**src/rtl/glmf_pkg.sv**
```systemverilog
// Shared constants, types and state codes of the grid local maximum finder.
`timescale 1ns / 1ps

package glmf_pkg;

	// Grid limits and element width.
	localparam int MAX_ROWS    = 32;
	localparam int MAX_COLS    = 32;
	localparam int VALUE_WIDTH = 32;

	// Index widths that follow from the limits.
	localparam int ROW_W = (MAX_ROWS > 1) ? $clog2(MAX_ROWS) : 1;
	localparam int COL_W = (MAX_COLS > 1) ? $clog2(MAX_COLS) : 1;

	// Fixed field widths of the ports.
	localparam int CFG_W       = 6;
	localparam int CFG_IDX_W   = 1;
	localparam int IN_W        = 32;
	localparam int PEAK_W      = 5;
	localparam int OUT_TDATA_W = 16;

	// Line store: three row slots.
	localparam int NUM_SLOTS = 3;
	localparam int SLOT_W    = 2;

	// Job queue between front and back.
	localparam int QUEUE_DEPTH = 2;
	localparam int QPTR_W      = (QUEUE_DEPTH > 1) ? $clog2(QUEUE_DEPTH) : 1;

	// Register indexes of the configuration port.
	localparam logic [CFG_IDX_W-1:0] REG_NUM_ROWS = 1'b0;
	localparam logic [CFG_IDX_W-1:0] REG_NUM_COLS = 1'b1;

	// Slot numbers.
	localparam logic [SLOT_W-1:0] SLOT_FIRST = 2'd0;
	localparam logic [SLOT_W-1:0] SLOT_LAST  = 2'd2;

	// One accepted element, already placed in the grid.
	typedef struct packed {
		logic signed [VALUE_WIDTH-1:0] value;
		logic [SLOT_W-1:0]             slot;
		logic [ROW_W-1:0]              row;
		logic [COL_W-1:0]              col;
		logic                          has_up2;
		logic                          final_elem;
		logic [CFG_W-1:0]              cols;
	} job_t;

	// Back-end sequencer states.
	typedef enum logic [3:0] {
		ST_IDLE,
		ST_WR,
		ST_MID,
		ST_UP,
		ST_DN,
		ST_LF,
		ST_RT,
		ST_CHK,
		ST_FIN
	} back_state_t;

endpackage

```
**src/rtl/glmf_front.sv**
```systemverilog
// Front end: takes grid elements and configuration, tracks the grid position.
`timescale 1ns / 1ps

module glmf_front (
	input  logic                            clk,
	input  logic                            arst_n,
	input  logic                            s_tvalid,
	output logic                            s_tready,
	input  logic [glmf_pkg::IN_W-1:0]       s_tdata,
	input  logic                            cfg_valid,
	output logic                            cfg_ready,
	input  logic [glmf_pkg::CFG_IDX_W-1:0]  cfg_index,
	input  logic [glmf_pkg::CFG_W-1:0]      cfg_data,
	output logic                            push,
	output glmf_pkg::job_t                  push_job,
	input  logic                            queue_full
);
	import glmf_pkg::*;

	logic [CFG_W-1:0]  num_rows_q;
	logic [CFG_W-1:0]  num_cols_q;
	logic [ROW_W-1:0]  row_q;
	logic [COL_W-1:0]  col_q;
	logic [SLOT_W-1:0] slot_q;

	logic [ROW_W:0]    rows_eff;
	logic [CFG_W-1:0]  cols_eff;
	logic [SLOT_W-1:0] cur_slot;
	logic              row_done;
	logic              col_done;
	logic              accept;
	logic              cfg_wr;

	assign s_tready  = !queue_full;
	assign cfg_ready = 1'b1;
	assign accept    = s_tvalid && s_tready;
	assign cfg_wr    = cfg_valid && cfg_ready;
	assign push      = accept;

	// Register values out of range are used as the nearest legal size.
	always_comb begin
		if (num_rows_q == '0) begin
			rows_eff = (ROW_W+1)'(1);
		end else if (num_rows_q > CFG_W'(MAX_ROWS)) begin
			rows_eff = (ROW_W+1)'(MAX_ROWS);
		end else begin
			rows_eff = (ROW_W+1)'(num_rows_q);
		end
		if (num_cols_q == '0) begin
			cols_eff = CFG_W'(1);
		end else if (num_cols_q > CFG_W'(MAX_COLS)) begin
			cols_eff = CFG_W'(MAX_COLS);
		end else begin
			cols_eff = num_cols_q;
		end
	end

	always_comb begin
		if (col_q != '0) begin
			cur_slot = slot_q;
		end else if (row_q == '0) begin
			cur_slot = SLOT_FIRST;
		end else if (slot_q == SLOT_LAST) begin
			cur_slot = SLOT_FIRST;
		end else begin
			cur_slot = slot_q + SLOT_W'(1);
		end
	end

	assign row_done = ({1'b0, row_q} + (ROW_W+1)'(1)) >= rows_eff;
	assign col_done = (CFG_W'(col_q) + CFG_W'(1)) >= cols_eff;

	always_comb begin
		push_job.value      = s_tdata[VALUE_WIDTH-1:0];
		push_job.slot       = cur_slot;
		push_job.row        = row_q;
		push_job.col        = col_q;
		push_job.has_up2    = row_q > ROW_W'(1);
		push_job.final_elem = row_done && col_done;
		push_job.cols       = cols_eff;
	end

	always_ff @(posedge clk or negedge arst_n) begin
		if (!arst_n) begin
			num_rows_q <= CFG_W'(32);
			num_cols_q <= CFG_W'(32);
			row_q      <= '0;
			col_q      <= '0;
			slot_q     <= SLOT_FIRST;
		end else if (cfg_wr) begin
			// A register write abandons the grid in progress.
			if (cfg_index == REG_NUM_ROWS) begin
				num_rows_q <= cfg_data;
			end else begin
				num_cols_q <= cfg_data;
			end
			row_q  <= '0;
			col_q  <= '0;
			slot_q <= SLOT_FIRST;
		end else if (accept) begin
			slot_q <= cur_slot;
			if (row_done && col_done) begin
				row_q <= '0;
				col_q <= '0;
			end else if (col_done) begin
				col_q <= '0;
				row_q <= row_q + ROW_W'(1);
			end else begin
				col_q <= col_q + COL_W'(1);
			end
		end
	end

endmodule

```
**src/rtl/glmf_queue.sv**
```systemverilog
// Short job queue that decouples the front end from the back end.
`timescale 1ns / 1ps

module glmf_queue (
	input  logic           clk,
	input  logic           arst_n,
	input  logic           push,
	input  glmf_pkg::job_t push_job,
	output logic           full,
	input  logic           pop,
	output glmf_pkg::job_t pop_job,
	output logic           not_empty
);
	import glmf_pkg::*;

	job_t              entry_q [QUEUE_DEPTH];
	logic [QPTR_W-1:0] wr_ptr_q;
	logic [QPTR_W-1:0] rd_ptr_q;
	logic [QPTR_W:0]   count_q;
	logic              do_push;
	logic              do_pop;

	assign full      = count_q == (QPTR_W+1)'(QUEUE_DEPTH);
	assign not_empty = count_q != '0;
	assign do_push   = push && !full;
	assign do_pop    = pop && not_empty;
	assign pop_job   = entry_q[rd_ptr_q];

	always_ff @(posedge clk) begin
		if (do_push) begin
			entry_q[wr_ptr_q] <= push_job;
		end
	end

	always_ff @(posedge clk or negedge arst_n) begin
		if (!arst_n) begin
			wr_ptr_q <= '0;
			rd_ptr_q <= '0;
			count_q  <= '0;
		end else begin
			if (do_push) begin
				wr_ptr_q <= (wr_ptr_q == QPTR_W'(QUEUE_DEPTH - 1)) ? '0 : wr_ptr_q + QPTR_W'(1);
			end
			if (do_pop) begin
				rd_ptr_q <= (rd_ptr_q == QPTR_W'(QUEUE_DEPTH - 1)) ? '0 : rd_ptr_q + QPTR_W'(1);
			end
			if (do_push && !do_pop) begin
				count_q <= count_q + (QPTR_W+1)'(1);
			end else if (do_pop && !do_push) begin
				count_q <= count_q - (QPTR_W+1)'(1);
			end
		end
	end

endmodule

```
**src/rtl/glmf_back.sv**
```systemverilog
// Back end: owns the line store, decides candidates and delivers results.
`timescale 1ns / 1ps

module glmf_back (
	input  logic                         clk,
	input  logic                         arst_n,
	input  glmf_pkg::job_t               job,
	input  logic                         job_valid,
	output logic                         job_pop,
	output logic                         m_tvalid,
	input  logic                         m_tready,
	output logic [glmf_pkg::PEAK_W-1:0]  peak_row,
	output logic [glmf_pkg::PEAK_W-1:0]  peak_col,
	output logic                         last
);
	import glmf_pkg::*;

	logic signed [VALUE_WIDTH-1:0] row_mem [NUM_SLOTS][MAX_COLS];

	back_state_t state_q;
	back_state_t state_d;
	job_t        job_q;
	logic        flush_q;
	logic [COL_W-1:0] cand_col_q;

	logic signed [VALUE_WIDTH-1:0] rd_data_q;
	logic signed [VALUE_WIDTH-1:0] mid_q;
	logic mid_pend_q;
	logic nb_pend_q;
	logic fail_q;

	logic             hold_valid_q;
	logic [ROW_W-1:0] hold_row_q;
	logic [COL_W-1:0] hold_col_q;

	logic             out_valid_q;
	logic [ROW_W-1:0] out_row_q;
	logic [COL_W-1:0] out_col_q;
	logic             out_last_q;

	// Candidate geometry.
	logic [SLOT_W-1:0] prev_slot;
	logic [SLOT_W-1:0] prev2_slot;
	logic [SLOT_W-1:0] center_slot;
	logic [SLOT_W-1:0] up_slot;
	logic              up_ok;
	logic              down_ok;
	logic              left_ok;
	logic              right_ok;
	logic [ROW_W-1:0]  cand_row;
	logic              out_free;
	logic              pass;

	// Sequencer outputs.
	logic              rd_en;
	logic              rd_mid;
	logic              rd_nb;
	logic [SLOT_W-1:0] rd_slot;
	logic [COL_W-1:0]  rd_col;
	logic              wr_en;
	logic              stall;
	logic              out_load;
	logic              out_last_d;
	logic              hold_load;
	logic              set_cand;
	logic              flush_d;
	logic [COL_W-1:0]  cand_col_d;

	always_comb begin
		prev_slot   = (job_q.slot == SLOT_FIRST) ? SLOT_LAST : job_q.slot - SLOT_W'(1);
		prev2_slot  = (job_q.slot == SLOT_LAST) ? SLOT_FIRST : job_q.slot + SLOT_W'(1);
		center_slot = flush_q ? job_q.slot : prev_slot;
		up_slot     = flush_q ? prev_slot : prev2_slot;
		up_ok       = flush_q ? (job_q.row != '0) : job_q.has_up2;
		down_ok     = !flush_q;
		left_ok     = cand_col_q != '0;
		right_ok    = (CFG_W'(cand_col_q) + CFG_W'(1)) < job_q.cols;
		cand_row    = flush_q ? job_q.row : job_q.row - ROW_W'(1);
		out_free    = !out_valid_q || m_tready;
		pass        = !(fail_q || (nb_pend_q && (rd_data_q > mid_q)));
	end

	// Sequencer outputs.
	always_comb begin
		job_pop    = 1'b0;
		rd_en      = 1'b0;
		rd_mid     = 1'b0;
		rd_nb      = 1'b0;
		rd_slot    = center_slot;
		rd_col     = cand_col_q;
		wr_en      = 1'b0;
		stall      = 1'b0;
		out_load   = 1'b0;
		out_last_d = 1'b0;
		hold_load  = 1'b0;
		set_cand   = 1'b0;
		flush_d    = flush_q;
		cand_col_d = cand_col_q;
		case (state_q)
			ST_IDLE: begin
				job_pop = job_valid;
			end
			ST_WR: begin
				wr_en    = 1'b1;
				set_cand = 1'b1;
				if (job_q.row != '0) begin
					flush_d    = 1'b0;
					cand_col_d = job_q.col;
				end else begin
					flush_d    = 1'b1;
					cand_col_d = '0;
				end
			end
			ST_MID: begin
				rd_en  = 1'b1;
				rd_mid = 1'b1;
			end
			ST_UP: begin
				rd_en   = up_ok;
				rd_nb   = up_ok;
				rd_slot = up_slot;
			end
			ST_DN: begin
				rd_en   = down_ok;
				rd_nb   = down_ok;
				rd_slot = job_q.slot;
			end
			ST_LF: begin
				rd_en  = left_ok;
				rd_nb  = left_ok;
				rd_col = cand_col_q - COL_W'(1);
			end
			ST_RT: begin
				rd_en  = right_ok;
				rd_nb  = right_ok;
				rd_col = cand_col_q + COL_W'(1);
			end
			ST_CHK: begin
				// A new peak pushes the previous one out, which then cannot be last.
				stall     = pass && hold_valid_q && !out_free;
				out_load  = pass && hold_valid_q && out_free;
				hold_load = pass && !stall;
				set_cand  = !stall;
				if (!flush_q) begin
					flush_d    = 1'b1;
					cand_col_d = '0;
				end else begin
					cand_col_d = cand_col_q + COL_W'(1);
				end
			end
			ST_FIN: begin
				stall      = hold_valid_q && !out_free;
				out_load   = hold_valid_q && out_free;
				out_last_d = 1'b1;
			end
			default: begin
			end
		endcase
	end

	// Next state.
	always_comb begin
		state_d = state_q;
		case (state_q)
			ST_IDLE: begin
				if (job_valid) begin
					state_d = ST_WR;
				end
			end
			ST_WR: begin
				if (job_q.row != '0 || job_q.final_elem) begin
					state_d = ST_MID;
				end else begin
					state_d = ST_FIN;
				end
			end
			ST_MID: state_d = ST_UP;
			ST_UP:  state_d = ST_DN;
			ST_DN:  state_d = ST_LF;
			ST_LF:  state_d = ST_RT;
			ST_RT:  state_d = ST_CHK;
			ST_CHK: begin
				if (stall) begin
					state_d = ST_CHK;
				end else if (!flush_q && job_q.final_elem) begin
					state_d = ST_MID;
				end else if (flush_q && right_ok) begin
					state_d = ST_MID;
				end else begin
					state_d = ST_FIN;
				end
			end
			ST_FIN: begin
				if (!stall) begin
					state_d = ST_IDLE;
				end
			end
			default: state_d = ST_IDLE;
		endcase
	end

	// Line store: one write and one registered read per cycle.
	always_ff @(posedge clk) begin
		if (wr_en) begin
			row_mem[job_q.slot][job_q.col] <= job_q.value;
		end
		if (rd_en) begin
			rd_data_q <= row_mem[rd_slot][rd_col];
		end
	end

	// Payload registers.
	always_ff @(posedge clk) begin
		if (job_pop) begin
			job_q <= job;
		end
		if (mid_pend_q) begin
			mid_q <= rd_data_q;
		end
		if (hold_load) begin
			hold_row_q <= cand_row;
			hold_col_q <= cand_col_q;
		end
		if (out_load) begin
			out_row_q  <= hold_row_q;
			out_col_q  <= hold_col_q;
			out_last_q <= out_last_d;
		end
		if (set_cand) begin
			flush_q    <= flush_d;
			cand_col_q <= cand_col_d;
		end
	end

	always_ff @(posedge clk or negedge arst_n) begin
		if (!arst_n) begin
			state_q      <= ST_IDLE;
			mid_pend_q   <= 1'b0;
			nb_pend_q    <= 1'b0;
			fail_q       <= 1'b0;
			hold_valid_q <= 1'b0;
			out_valid_q  <= 1'b0;
		end else begin
			state_q    <= state_d;
			mid_pend_q <= rd_mid;
			nb_pend_q  <= rd_nb;
			if (state_q == ST_MID) begin
				fail_q <= 1'b0;
			end else if (nb_pend_q && (rd_data_q > mid_q)) begin
				fail_q <= 1'b1;
			end
			if (hold_load) begin
				hold_valid_q <= 1'b1;
			end else if (state_q == ST_FIN && out_load) begin
				hold_valid_q <= 1'b0;
			end
			if (out_load) begin
				out_valid_q <= 1'b1;
			end else if (m_tready) begin
				out_valid_q <= 1'b0;
			end
		end
	end

	assign m_tvalid = out_valid_q;
	assign peak_row = PEAK_W'(out_row_q);
	assign peak_col = PEAK_W'(out_col_q);
	assign last     = out_last_q;

endmodule

```
**src/rtl/grid_local_maximum_finder_unit.sv**
```systemverilog
// Top level of the grid local maximum finder (four-neighbor peaks).
`timescale 1ns / 1ps

// The block takes the elements of a grid of signed values in raster order on
// the s_ stream and returns, on the m_ stream, the row and column of every
// element that is greater than or equal to each of its existing up, down,
// left and right neighbors, in raster order. Each word on m_ carries one peak;
// m_tlast marks the last peak caused by one input word. An input word that
// decides nothing produces no output word.
// Grid size comes from the configuration channel: index 0 is the row count,
// index 1 the column count (zero counts as one, large values saturate at 32).
// Writing either register starts a new grid. Write it only while idle.
// The front end accepts one word per cycle, while the queue is not full, into
// a two-entry job queue. The back end owns the three-row line store, which
// has a single read port, and reads every neighbor one per cycle: an element
// of the first row is only written, every other element is written and then
// decides the candidate above it, and the final element of a grid also decides
// each element of the last row while that row is flushed.
// Reset clears the grid position, the queue and the output register and sets
// both sizes to 32. When the receiver stalls, the result waits in the output
// register, the back end stops, the queue fills and s_tready drops.

module grid_local_maximum_finder_unit (
	input  logic                                clk,
	input  logic                                arst_n,
	// Input stream, tdata: value[31:0].
	input  logic                                s_tvalid,
	output logic                                s_tready,
	input  logic [glmf_pkg::IN_W-1:0]           s_tdata,
	// Result stream, tdata: peak_row[4:0], peak_col[9:5], zero padding[15:10].
	output logic                                m_tvalid,
	input  logic                                m_tready,
	output logic [glmf_pkg::OUT_TDATA_W-1:0]    m_tdata,
	output logic                                m_tlast,
	// Configuration write channel.
	input  logic                                cfg_valid,
	output logic                                cfg_ready,
	input  logic [glmf_pkg::CFG_IDX_W-1:0]      cfg_index,
	input  logic [glmf_pkg::CFG_W-1:0]          cfg_data
);
	import glmf_pkg::*;

	job_t              push_job;
	job_t              pop_job;
	logic              push;
	logic              queue_full;
	logic              queue_not_empty;
	logic              job_pop;
	logic [PEAK_W-1:0] peak_row;
	logic [PEAK_W-1:0] peak_col;

	glmf_front u_front (
		.clk        (clk),
		.arst_n     (arst_n),
		.s_tvalid   (s_tvalid),
		.s_tready   (s_tready),
		.s_tdata    (s_tdata),
		.cfg_valid  (cfg_valid),
		.cfg_ready  (cfg_ready),
		.cfg_index  (cfg_index),
		.cfg_data   (cfg_data),
		.push       (push),
		.push_job   (push_job),
		.queue_full (queue_full)
	);

	glmf_queue u_queue (
		.clk       (clk),
		.arst_n    (arst_n),
		.push      (push),
		.push_job  (push_job),
		.full      (queue_full),
		.pop       (job_pop),
		.pop_job   (pop_job),
		.not_empty (queue_not_empty)
	);

	glmf_back u_back (
		.clk       (clk),
		.arst_n    (arst_n),
		.job       (pop_job),
		.job_valid (queue_not_empty),
		.job_pop   (job_pop),
		.m_tvalid  (m_tvalid),
		.m_tready  (m_tready),
		.peak_row  (peak_row),
		.peak_col  (peak_col),
		.last      (m_tlast)
	);

	// Pack the result word, first field in the low bits.
	assign m_tdata = {(OUT_TDATA_W - 2*PEAK_W)'(0), peak_col, peak_row};

endmodule

```
**config.mk**
```make
export PLATFORM = sky130hd
export DESIGN_NAME = grid_local_maximum_finder_unit
export DESIGN_NICKNAME = d
export VERILOG_FILES = /design/src/rtl/glmf_pkg.sv /design/src/rtl/glmf_front.sv /design/src/rtl/glmf_queue.sv /design/src/rtl/glmf_back.sv /design/src/rtl/grid_local_maximum_finder_unit.sv
export SDC_FILE = /design/constraint.sdc
export NUM_CORES = 2
export LEC_CHECK = 0
export BUFFER_PORTS_ARGS = -buffer_cell sky130_fd_sc_hd__buf_2
export CORE_ASPECT_RATIO = 0.5
export CORE_MARGIN = 2
export CORE_UTILIZATION = 60
export DETAILED_ROUTE_END_ITERATION = 6
export PLACE_DENSITY = 0.76
export SYNTH_ARGS = -nofsm -noshare
export SYNTH_HDL_FRONTEND = slang
export SYNTH_HIERARCHICAL = 1
export SYNTH_SLANG_ARGS = --single-unit
export TNS_END_PERCENT = 50
```
**constraint.sdc**
```tcl
create_clock -name clk -period 11.85 [get_ports clk]
set_clock_uncertainty 0.05 [all_clocks]
set_input_delay 0 -clock clk [delete_from_list [all_inputs] [get_ports clk]]
set_output_delay 0 -clock clk [all_outputs]
set_load 0.02 [all_outputs]
```
==> metrics.md <==
| Metric | Value |
|---|---|
| Worst hold path class | in -> reg |
| Rows | 121 |
| Crit start category | flop |
| H-tree levels | 5 |
| Most frequent cells in the layout | edfxtp_1, nand2_1, nand3_1 |
| Avg Cell Area, Syn | 16.5 µm² |
| Die height | 336 µm |
| Via-to-Cell Ratio | 7.08 |
| Final Cell Area | 145000 µm² |
| #FFs+latches synth | 3356 |
| Area grow syn2layout | 9.96% |
| R2r startpoint | u_back/state_q[2] |
| Area contributors post-synth | edfxtp_1, mux4_2, nand2_1, mux2i_1, nand3_1 |
| CTS Buf Count | 287 |
| WL final | 395000 µm |
| CP max stage delay | 0.82 ns |
| Worst Hold Endpoint | u_back/m_tvalid |
| RSZ-0062 raised after global routing | no |
| Synthesized instance count | 8034 |
| Final worst-path cycle share | 56.4% |
| Reg2reg end | u_back/rd_data_q[4] |
| Clock Sink Count | 3356 |
| Max cap viols | 3 |
| Hold Path Stages | 5 |
| Vias | 80300 |
| Dpl ws | 5.40 ns |
| Num ports | 64 |
| Maximum VDD drop | 0.326 mV |
| First-pass GRT wire length | 550000 µm |
| Cell Area, Placed | 135000 µm² |
| GRT overflow | 0 |
| Distinct cells, synth | 102 |
| Setup Buffers After CTS | 0 |
| Commonest non-fill, non-tap cell in the layout | edfxtp_1 |
| Pin count of the biggest net entering global routing | 154 |
| Synthesized area | 132000 µm² |
| WP data required | 12.36 ns |
| WL per Instance | 34.8 µm |
| Hold_sp | m_tready |
| IO Port Bufs | 56 |
| CTS tree | yes |
| Total buffers and inverters traversed by the critical path | 2 |
| Worst-path clk slew | 0.07 ns |
| Final min period | 6.69 ns |
| EDFF count, synth | 3319 |
| Root Buffer | clkbuf_16 |
| Cell family with most CP delay | simple AND/OR/NAND/NOR gates |
| Primary FF master, synth | edfxtp_1 |
| Power per cell area | 298 nW/µm² |
| Async S/R FF share, synth | 1.10% |
| Slew HR | -8.90% |
| Critical-path top delay cell | nand2_8 |
| Critical-path maximum fanout | 124 |
| Nets | 8261 |
| Number of synthesis warnings | 6 |
| CP cell instances | nand2b_1, or3_4, nand2_8, buf_12, buf_4, mux4_2, a22oi_1, nand3_1, nand2_1, o21ai_1 |
| Starting Density | 60.6% |
| Die footprint | 224000 µm² |
| Critical Path End Type | flop |
| CTS max path bufs | 4 |
| Failing checks | DRC, capacitance limit, slew limit |
| Final Setup Violations | 0 |
| Fin worst setup slack | 5.16 ns |
| Routability cong. | 0.934 |
| Drt pass-1 iters | 7 |
| Pwr Total | 0.0433 W |
| Leading area contributor after synthesis | edfxtp_1 |
| Synth top area share | 75.4% |
| Status | finished with violations |
| Maximum clock frequency | 0.150 GHz |
| Worst-Margin Slew | 1.62 ns |
| Worst Path Arrival | 7.20 ns |
| 1st-iter DRT viols | 16100 |
| Final ANT Viol Nets | 0 |
| Number of remaining DRC errors | 2 |
| Max-slew violations | 8 |
| Proportion of layout cells with a drive suffix above 1 | 14.0% |
| Antenna violations before repair | 39 |
| Clk_lat worst skew | 0.86 ns |
| Final Hold Vio Count | 0 |
| Post-synthesis sequential area ratio | 76.1% |
| R2r setup slk | 5.16 ns |
| HPWL Detailed | 220000 µm |
| R2R depth | 10 |
| Setup TNS | 0 ns |
| Leak pwr | 48.9 nW |
| GRT Util Overall | 34.7% |
| Die width | 668 µm |
| Vias in the first global route | 75200 |
| Core Area | 218000 µm² |
| WS Path Type | reg -> reg |
[cell usage after synthesis (all sizes together) (17+ instances only)]
cell type	n
nor4	23
nand2	1500
nand3	420
nand2b	18
mux4	283
mux2	66
and3	238
nor3	29
buf	351
a32oi	51
a311oi	93
nand4	73
a32o	17
inv	65
a22oi	95
a221oi	24
a211oi	60
nor2	72
o21ai	116
a21oi	150
a31oi	147
edfxtp	3319
mux2i	261
clkbuf	186
o221ai	24
ha	64
o22ai	56
dfrtp	35
[state kept, by name, summed over array words and instances (netlist names), 6 cells and up]
name	cells
u_queue/entry_q	104
u_back/rd_data_q	32
u_front/num_cols_q	6
u_front/num_rows_q	6
u_back/row_mem	3072
u_back/mid_q	32
u_back/job_q	52
[worst max-delay path by stage]
stage,from,endpoint,slack (ns),depth (start not counted)
after global placement,u_back/cand_col_q[0],u_back/rd_data_q[2],5.49,11
after global routing,u_back/state_q[2],u_back/rd_data_q[4],4.89,10
after CTS,u_back/state_q[2],u_back/rd_data_q[4],5.35,10
final,u_back/state_q[2],u_back/rd_data_q[4],5.16,10
after detailed placement,u_back/state_q[2],u_back/rd_data_q[4],5.40,10
after floorplan,u_queue/count_q[0],u_queue/entry_q[0][0],8.10,7
[power by group]
part | internal, W | switching, W | total, W
clock | 0.00513 | 0.00427 | 0.00940
combinational | 0.00526 | 0.0136 | 0.0189
sequential | 0.0145 | 0.000430 | 0.0150
total | 0.0249 | 0.0183 | 0.0433
[metal layers]
layer,track usage (%),vias up,wire [µm]
met3,13.4,1257,72000
met1,48.2,39900,134000
met4,15.1,32,20500
li1,-,31500,-
met5,0,-,222
met2,49.3,7617,168000
[final cells by class]
class,instances,area (µm²)
Multi-Input combinational cell,4081,28900
Timing Repair Buffer,362,2920
Tap cell,2952,3690
Clock inverter,151,1460
Fill cell,13800,72900
Antenna cell,14,35.0
Inverter,65,244
Sequential cell,3356,101000
Clock buffer,355,7560
[cell families (layout without fill, tap and decap cells)]
logic type      count (synthesis)  count (layout)  synth area share (%)
flops                        3356            3356                  76.1
simple gates                 2435            2435                  8.21
compound gates                942             942                  5.00
mux                           610             610                  7.51
buf+inv                       602             933                  2.42
fa+ha+maj                      64              64                 0.606
xor+xnor                       23              23                 0.164
other cells                     2              21               0.00568
[what timing repair did]
| action | CTS | global route |
|---|---|---|
| hold buffers | 86 | 0 |
| gates resized for setup | 0 | 0 |
| endpoints found under the hold margin | 148 | 0 |
[through the flow]
stage / std cells / hold slack [ns] / util, %
after floorplan: 8039 / -0.346 / -
after global placement: 10700 / 0.0750 / 62.0
after detailed placement: 10700 / 0.0854 / 62.0
after CTS: 11300 / 0.00877 / 66.6
after global routing: 11300 / 0.0736 / 66.6
final: 11300 / 0.0247 / 66.6
[tightest hold or removal path, cell delays in order]
cell,delay (ns)
dlygate4sd3_1,0.52
buf_2,0.09
nor2b_1,0.06
inv_1,0.07
o21ai_0,0.12
(Power assumes the default switching activity.)
